**src/rtl/core/assert_macros.svh**
```systemverilog
// ----------------------------------------------------------------------------
// assert_macros.svh
// Assertion shorthands shared by the RTL; clocked on clk, DMSU_ASSERT qualified by rst_n.
// ----------------------------------------------------------------------------
`ifndef ASSERT_MACROS_SVH
`define ASSERT_MACROS_SVH

// property checked only outside reset
`define DMSU_ASSERT(lbl, prop) \
  lbl: assert property (@(posedge clk) disable iff (!rst_n) prop) \
    else $error("dmsu assertion failed");

// property checked at every edge, reset included
`define DMSU_ASSERT_ALWAYS(lbl, prop) \
  lbl: assert property (@(posedge clk) prop) \
    else $error("dmsu assertion failed");

`endif

```
**src/rtl/core/dmsu_pkg.sv**
```systemverilog
// ----------------------------------------------------------------------------
// dmsu_pkg
// Types and constants of the decimal mantissa scale unit.
// ----------------------------------------------------------------------------
package dmsu_pkg;

  localparam int FIELD_BITS = 96;  // mantissa bits carried on the ports
  localparam int STEP_BITS  = 8;   // quotient bits resolved per divide stage

  typedef enum logic [1:0] {
    MODE_DIV = 2'd0,
    MODE_MUL = 2'd1,
    MODE_ADD = 2'd2
  } mode_t;

  localparam logic [4:0] TEN      = 5'd10;
  localparam logic [4:0] REM_MAX  = 5'd9;

  // side band that follows the mantissa down the pipeline
  typedef struct packed {
    mode_t      mode;
    logic [7:0] scale;
    logic       sign;
    logic       ovf;
    logic [3:0] rem;
  } side_t;

endpackage

```
**src/rtl/core/decimal_mantissa_scale_unit.sv**
```systemverilog
// ----------------------------------------------------------------------------
// decimal_mantissa_scale_unit
// Divide by ten, multiply by ten, add or pass through a decimal mantissa with its scale.
// ----------------------------------------------------------------------------
// Usage:
//   Input stream (in_*): one operand set per transfer, operation code on
//   in_tuser (0 divide by ten, 1 multiply by ten, 2 add, 3 pass through).
//   Output stream (out_*): exactly one result per input transfer, in order.
//   The entry stage does the wide x10 and add; the divide by ten then
//   resolves 8 quotient bits in each following stage, fewer in the last
//   when MANTISSA_BITS is not a multiple of 8.
//   Throughput: one transfer per cycle when out_tready stays high.
//   Stall: out_tready low holds full stages, empty ones fill; in_tready drops
//   only once every stage holds an item. Nothing is lost or repeated.
//   Reset: synchronous, active low; clears all stage valid bits, so out_tvalid
//   is low and in_tready high in the first cycle after reset.
// ----------------------------------------------------------------------------
`include "assert_macros.svh"

module decimal_mantissa_scale_unit #(
  parameter int MANTISSA_BITS = 96
) (
  input  logic         clk,
  input  logic         rst_n,
  input  logic         in_tvalid,
  output logic         in_tready,
  // a_low[63:0], a_high[95:64], b_low[159:96], b_high[191:160],
  // scale[199:192], sign_in[200], zero pad[207:201]
  input  logic [207:0] in_tdata,
  // mode[1:0]
  input  logic [1:0]   in_tuser,
  output logic         out_tvalid,
  input  logic         out_tready,
  // res_low[63:0], res_high[95:64], res_scale[103:96], res_sign[104],
  // remainder[108:105], overflow[109], zero pad[111:110]
  output logic [111:0] out_tdata
);

  localparam int M   = MANTISSA_BITS;
  localparam int FB  = dmsu_pkg::FIELD_BITS;
  localparam int SB  = dmsu_pkg::STEP_BITS;
  localparam int NS  = (M + SB - 1) / SB;
  localparam int EXT = (M > FB) ? M : FB;

  logic [EXT-1:0]    a_ext;
  logic [EXT-1:0]    b_ext;
  logic [EXT-1:0]    res_ext;
  logic [M-1:0]      a_m;
  logic [M-1:0]      b_m;

  logic              vld  [NS+1];
  logic              rdy  [NS+1];
  logic [M-1:0]      work [NS+1];
  dmsu_pkg::side_t   side [NS+1];

  assign a_ext = EXT'(in_tdata[95:0]);
  assign b_ext = EXT'(in_tdata[191:96]);
  assign a_m   = a_ext[M-1:0];
  assign b_m   = b_ext[M-1:0];

  dmsu_prep #(
    .MANTISSA_BITS (M)
  ) u_prep (
    .clk       (clk),
    .rst_n     (rst_n),
    .in_valid  (in_tvalid),
    .in_ready  (in_tready),
    .in_mode   (dmsu_pkg::mode_t'(in_tuser)),
    .in_a      (a_m),
    .in_b      (b_m),
    .in_scale  (in_tdata[199:192]),
    .in_sign   (in_tdata[200]),
    .out_valid (vld[0]),
    .out_ready (rdy[0]),
    .out_work  (work[0]),
    .out_side  (side[0])
  );

  for (genvar i = 0; i < NS; i++) begin : g_div
    localparam int STEPS = (i < NS - 1) ? SB : (M - SB * (NS - 1));
    dmsu_div_stage #(
      .MANTISSA_BITS (M),
      .STEPS         (STEPS)
    ) u_stage (
      .clk       (clk),
      .rst_n     (rst_n),
      .in_valid  (vld[i]),
      .in_ready  (rdy[i]),
      .in_work   (work[i]),
      .in_side   (side[i]),
      .out_valid (vld[i+1]),
      .out_ready (rdy[i+1]),
      .out_work  (work[i+1]),
      .out_side  (side[i+1])
    );
  end

  assign rdy[NS]    = out_tready;
  assign out_tvalid = vld[NS];
  assign res_ext    = EXT'(work[NS]);

  assign out_tdata = {2'b00,
                      side[NS].ovf,
                      side[NS].rem,
                      side[NS].sign,
                      side[NS].scale,
                      res_ext[FB-1:0]};

  `DMSU_ASSERT(a_rem_range, out_tvalid |-> (side[NS].rem <= 4'd9))
  `DMSU_ASSERT(a_rem_div_only, out_tvalid && (side[NS].mode != dmsu_pkg::MODE_DIV) |-> (side[NS].rem == 4'd0))
  `DMSU_ASSERT(a_div_no_ovf, out_tvalid && (side[NS].mode == dmsu_pkg::MODE_DIV) |-> !side[NS].ovf)
  `DMSU_ASSERT(a_stall_full, !in_tready |-> (vld[0] && out_tvalid && !out_tready))

endmodule

```
**src/rtl/core/dmsu_prep.sv**
```systemverilog
// ----------------------------------------------------------------------------
// dmsu_prep
// Entry stage: does the x10 and add paths, sets scale and the overflow flag.
// ----------------------------------------------------------------------------
module dmsu_prep #(
  parameter int MANTISSA_BITS = 96
) (
  input  logic                       clk,
  input  logic                       rst_n,
  input  logic                       in_valid,
  output logic                       in_ready,
  input  dmsu_pkg::mode_t            in_mode,
  input  logic [MANTISSA_BITS-1:0]   in_a,
  input  logic [MANTISSA_BITS-1:0]   in_b,
  input  logic [7:0]                 in_scale,
  input  logic                       in_sign,
  output logic                       out_valid,
  input  logic                       out_ready,
  output logic [MANTISSA_BITS-1:0]   out_work,
  output dmsu_pkg::side_t            out_side
);

  localparam int M = MANTISSA_BITS;

  logic                 en;
  logic                 valid_r;
  logic [M-1:0]         work_r;
  logic [M-1:0]         work_nxt;
  dmsu_pkg::side_t      side_r;
  dmsu_pkg::side_t      side_nxt;
  logic [M-1:0]         x2;
  logic [M-1:0]         x8;
  logic [M:0]           mul_sum;
  logic [M:0]           add_sum;
  logic                 top3;

  assign x2      = {in_a[M-2:0], 1'b0};
  assign x8      = {in_a[M-4:0], 3'b000};
  assign mul_sum = {1'b0, x8} + {1'b0, x2};
  assign add_sum = {1'b0, in_a} + {1'b0, in_b};
  assign top3    = |in_a[M-1:M-3];

  always_comb begin
    work_nxt       = in_a;
    side_nxt.mode  = in_mode;
    side_nxt.scale = in_scale;
    side_nxt.sign  = in_sign;
    side_nxt.ovf   = 1'b0;
    side_nxt.rem   = 4'd0;
    case (in_mode)
      dmsu_pkg::MODE_DIV: begin
        side_nxt.scale = in_scale - 8'd1;
      end
      dmsu_pkg::MODE_MUL: begin
        if (top3 || mul_sum[M]) begin
          side_nxt.ovf = 1'b1;
        end else begin
          work_nxt       = mul_sum[M-1:0];
          side_nxt.scale = in_scale + 8'd1;
        end
      end
      dmsu_pkg::MODE_ADD: begin
        work_nxt     = add_sum[M-1:0];
        side_nxt.ovf = add_sum[M];
      end
      default: begin
        work_nxt = in_a;
      end
    endcase
  end

  assign en       = !valid_r || out_ready;
  assign in_ready = en;

  always_ff @(posedge clk) begin
    if (!rst_n) begin
      valid_r <= 1'b0;
    end else if (en) begin
      valid_r <= in_valid;
    end
  end

  always_ff @(posedge clk) begin
    if (en) begin
      work_r <= work_nxt;
      side_r <= side_nxt;
    end
  end

  assign out_valid = valid_r;
  assign out_work  = work_r;
  assign out_side  = side_r;

endmodule

```
**src/rtl/core/dmsu_div_stage.sv**
```systemverilog
// ----------------------------------------------------------------------------
// dmsu_div_stage
// One restoring divide-by-ten stage: shifts STEPS quotient bits into the word in divide mode; other modes pass through.
// ----------------------------------------------------------------------------
module dmsu_div_stage #(
  parameter int MANTISSA_BITS = 96,
  parameter int STEPS         = 8
) (
  input  logic                       clk,
  input  logic                       rst_n,
  input  logic                       in_valid,
  output logic                       in_ready,
  input  logic [MANTISSA_BITS-1:0]   in_work,
  input  dmsu_pkg::side_t            in_side,
  output logic                       out_valid,
  input  logic                       out_ready,
  output logic [MANTISSA_BITS-1:0]   out_work,
  output dmsu_pkg::side_t            out_side
);

  localparam int M = MANTISSA_BITS;

  logic             en;
  logic             valid_r;
  logic [M-1:0]     work_r;
  logic [M-1:0]     work_nxt;
  dmsu_pkg::side_t  side_r;
  dmsu_pkg::side_t  side_nxt;
  logic [4:0]       trial;
  logic [3:0]       rem;

  always_comb begin
    work_nxt = in_work;
    side_nxt = in_side;
    rem      = in_side.rem;
    trial    = 5'd0;
    if (in_side.mode == dmsu_pkg::MODE_DIV) begin
      for (int k = 0; k < STEPS; k++) begin
        trial    = {rem, work_nxt[M-1]};
        work_nxt = {work_nxt[M-2:0], 1'b0};
        if (trial > dmsu_pkg::REM_MAX) begin
          work_nxt[0] = 1'b1;
          rem         = 4'(trial - dmsu_pkg::TEN);
        end else begin
          rem = trial[3:0];
        end
      end
      side_nxt.rem = rem;
    end
  end

  assign en       = !valid_r || out_ready;
  assign in_ready = en;

  always_ff @(posedge clk) begin
    if (!rst_n) begin
      valid_r <= 1'b0;
    end else if (en) begin
      valid_r <= in_valid;
    end
  end

  always_ff @(posedge clk) begin
    if (en) begin
      work_r <= work_nxt;
      side_r <= side_nxt;
    end
  end

  assign out_valid = valid_r;
  assign out_work  = work_r;
  assign out_side  = side_r;

endmodule
```
**config.mk**
```make
export PLATFORM = sky130hd
export DESIGN_NAME = decimal_mantissa_scale_unit
export DESIGN_NICKNAME = d
export VERILOG_FILES = /design/src/rtl/core/dmsu_pkg.sv /design/src/rtl/core/decimal_mantissa_scale_unit.sv /design/src/rtl/core/dmsu_prep.sv /design/src/rtl/core/dmsu_div_stage.sv
export VERILOG_INCLUDE_DIRS = /design/src /design/src/rtl/core
export SDC_FILE = /design/constraint.sdc
export NUM_CORES = 2
export LEC_CHECK = 0
export BUFFER_PORTS_ARGS = -buffer_cell sky130_fd_sc_hd__buf_4
export CAP_MARGIN = 20
export CORE_MARGIN = 5
export CORE_UTILIZATION = 49
export CTS_BUF_LIST = sky130_fd_sc_hd__clkbuf_8
export DETAILED_ROUTE_END_ITERATION = 12
export MAX_ROUTING_LAYER = met4
export PLACE_DENSITY = 0.64
export SLEW_MARGIN = 20
export SYNTH_ARGS = -nofsm -noshare
export SYNTH_HDL_FRONTEND = slang
export SYNTH_SLANG_ARGS = --single-unit
```
**constraint.sdc**
```tcl
create_clock -name clk -period 19.48 [get_ports clk]
set_input_delay 3.896 -clock clk [delete_from_list [all_inputs] [get_ports clk]]
set_output_delay 3.896 -clock clk [all_outputs]
set_load 0.01 [all_outputs]
```
==> reports/qor_table.md <==
| Item | This run |
|:---|:---|
| Post-CTS Setup Repair Bufs | 0 |
| Number of stages on the worst hold path | 0 |
| Relative max-transition margin | 26.65% |
| Ratio of cells with drive above 1 in the final layout | 10.30% |
| Die width | 424.9 um |
| Yosys warning count | 0 |
| Remaining antenna violation count after routing | 0 |
| Via count of the first global-routing pass | 62,824 |
| Commonest non-fill, non-tap cell in the layout | sky130_fd_sc_hd__nand2_1 |
| Post-route DRC | 0 |
| Maximum number of pins on one net before global-route repair | 104 |
| I/O pin count | 328 |
| Area leader, netlist | sky130_fd_sc_hd__edfxtp_1 |
| Initial antenna violation count | 18 |
| Number of max-slew violations in the final report | 0 |
| Number of DRC violations after detailed-routing iteration 0 | 5,452 |
| Total number of vias | 65,470 |
| P&R area growth vs syn | 10.66% |
| Clock Latency Late Sink | 0.96 ns |
| Seq cells post-synth | 1,463 |
| Routed wire length | 242.9 mm |
| Fraction of post-synthesis cell area in the top cell type by area | 51.62% |
| Cell with the largest stage delay on the worst path | sky130_fd_sc_hd__o31ai_1 |
| Max-cap violations | 0 |
| Share of flip-flops with an asynchronous set or reset after synthesis | 0% |
| Arrival time at the worst endpoint | 13.44 ns |
| Critical Path Source | g_div[1].u_stage.out_side[0] |
| Global Route Usage Sum | 26.91% |
| Type of the tightest min-delay check | flop to flop |
| Cell Area, Synth | 0.08435 mm2 |
| Final routed wire length divided by cell count | 21.06 um |
| Reg2reg path depth | 53 |
| Post-synthesis sequential area ratio | 51.93% |
| Clock transition time at the flip-flop clock pins of the worst setup and hold paths | 0.06 ns |
| Kind of end point of the critical path | flop |
| Clock tree from TritonCTS | built |
| Reg-to-Reg Start | g_div[1].u_stage.out_side[0] |
| Die height | 424.9 um |
| Final critical delay including setup and external delays | 12.67 ns |
| Data required, critical path | 20.26 ns |
| Primary flip-flop cell chosen by synthesis mapping | sky130_fd_sc_hd__edfxtp_1 |
| HPWL after detailed placement | 181.3 mm |
| Startpoint class of the critical path | flop |
| Clk Tree Root Cell | sky130_fd_sc_hd__clkbuf_8 |
| Avg Vias per Cell | 5.677 |
| Critical path's most frequent cell | sky130_fd_sc_hd__ha_1 |
| Slack of the worst reg-to-reg path | 6.81 ns |
| Count of input and output buffers | 318 |
| Run status | finished, final reports clean |
| Worst Path Class, Setup | flop to flop |
| CTS Buffer Depth | 3 |
| Crit Path Max Fanout | 7 |
| Max H-tree Level | 4 |
| Timing-limited maximum frequency | 0.07895 GHz |
| Peak per-stage delay on the critical path | 0.70 ns |
| Post-route clock period utilization | 65.02% |
| Largest cells by area after synthesis | sky130_fd_sc_hd__edfxtp_1 52%, sky130_fd_sc_hd__nand2_1 14%, sky130_fd_sc_hd__ha_1 5.4%, sky130_fd_sc_hd__o21ai_0 2.4%, sky130_fd_sc_hd__a21oi_1 2.0% |
| Final #Nets | 9,589 |
| Syn Area/Cell | 9.580 um2 |
| Number of iterations in the first detailed-routing pass | 6 |
| Clock net sink count | 1,463 |
| Final Wtd Congestion | 0.9364 |
| First-pass GRT wire length | 369.2 mm |
| Launch instance of the worst min-delay path | g_div[6].u_stage.out_side[7] |
| Setup repair after global routing missed its margin | false |
| Number of enable-type register cells in the synthesized netlist | 1,450 |
| Gate count after technology mapping | 8,805 |
| Setup skew after layout | 0.04882 ns |
| Total of cells resized after clock tree synthesis | 0 |
| Post-cts hold buffer count | 0 |
| Count of final setup violators | 0 |
| Initial core utilization | 49.23% |
| Sum of overflow across all layers after global routing | 0 |
| Worst-Margin Slew | 1.100 ns |
| Number of CTS-inserted buffers | 233 |
| Count of unique library cells instantiated by Yosys | 116 |
| Total number of placement rows | 152 |
| Die area | 0.1805 mm2 |
| Total count of hold-check failures in the final report | 0 |
| Placeable core region | 0.1714 mm2 |
| Post-Route Setup TNS | 0 ns |
| Most frequent cells in the layout | 3,164 x sky130_fd_sc_hd__nand2_1, 1,450 x sky130_fd_sc_hd__edfxtp_1, 404 x sky130_fd_sc_hd__o21ai_0 |
-- cell families after synthesis --
| group | count (synthesis) | synth area share, % |
|---|---|---|
| flip-flops | 1463 | 51.93 |
| AND/OR/NAND/NOR | 4106 | 20.14 |
| adder cells (fa/ha/maj) | 368 | 5.476 |
| AO/OA/AOI/OAI | 1828 | 14.87 |
| multiplexers | 165 | 2.185 |
| other | 1 | 0.004446 |
| XOR/XNOR | 244 | 2.533 |
| buffers and inverters | 630 | 2.864 |
-- registers in the layout, indices dropped and copies added, names as in the netlist --
signal                   cells
g_div.u_stage.out_work    1152
g_div.u_stage.out_side     190
u_prep.out_work             96
g_div.u_stage.out_valid     12
u_prep.out_side             12
u_prep.out_valid             1
-- per-layer routing --
layer	vias to the layer above	global-route usage, %	routed length [um]
li1	31880	-	-
met1	31349	34.38	104000
met2	1872	44.42	118100
met3	369	3.614	11770
met4	0	9.263	9030
met5	-	-	0
-- worst max-delay path, delay by kind of cell (launching register included) --
family | cells | cell delay (ns)
XOR/XNOR | 3 | 0.81
flip-flops | 1 | 0.47
adder cells (fa/ha/maj) | 8 | 1.84
AND/OR/NAND/NOR | 6 | 1.51
buffers and inverters | 7 | 0.64
AO/OA/AOI/OAI | 29 | 7.23
-- synthesized netlist by cell type (62+ instances only) --
| library cell | n |
|---|---|
| sky130_fd_sc_hd__a211oi_1 | 62 |
| sky130_fd_sc_hd__a21o_1 | 202 |
| sky130_fd_sc_hd__a21oi_1 | 331 |
| sky130_fd_sc_hd__a22oi_1 | 83 |
| sky130_fd_sc_hd__a31oi_1 | 63 |
| sky130_fd_sc_hd__clkbuf_1 | 360 |
| sky130_fd_sc_hd__edfxtp_1 | 1450 |
| sky130_fd_sc_hd__ha_1 | 366 |
| sky130_fd_sc_hd__inv_1 | 216 |
| sky130_fd_sc_hd__mux2_2 | 107 |
| sky130_fd_sc_hd__nand2_1 | 3171 |
| sky130_fd_sc_hd__nand2b_1 | 71 |
| sky130_fd_sc_hd__nand3_1 | 104 |
| sky130_fd_sc_hd__nor2_1 | 295 |
| sky130_fd_sc_hd__nor2b_1 | 64 |
| sky130_fd_sc_hd__nor3_1 | 95 |
| sky130_fd_sc_hd__o21ai_0 | 404 |
| sky130_fd_sc_hd__xnor2_1 | 154 |
| sky130_fd_sc_hd__xor2_1 | 90 |
-- stage by stage --
stage	setup WS, ns	area, um2	hold WS (ns)	std cells	util [%]
floorplan	7.759	84360	0.4003	8806	-
global placement	7.372	88630	0.4014	11082	51.72
detailed placement	7.144	88630	0.4045	11082	51.72
CTS	7.022	93300	0.3986	11517	54.45
global route	5.652	93340	0.4125	11532	54.47
finish	6.813	93340	0.4094	11532	54.47
-- final timing paths --
path / to
min reg2reg: g_div[7].u_stage.out_side[7]
max reg2reg: g_div[2].u_stage.out_side[1]
max: g_div[2].u_stage.out_side[1]
min: g_div[7].u_stage.out_side[7]
-- layout make-up --
cell class | instances | area [um2]
Fill cell | 15463 | 78010
Sequential cell | 1463 | 43800
Multi-Input combinational cell | 6713 | 38300
Clock buffer | 242 | 3331
Tap cell | 2310 | 2890
Timing Repair Buffer | 368 | 2763
Clock inverter | 193 | 1339
Inverter | 228 | 875.8
Antenna cell | 15 | 37.54
Power is left out: the tool's default activity adds up to more than one toggle a clock period on the data nets, which glitch-free logic cannot reach.
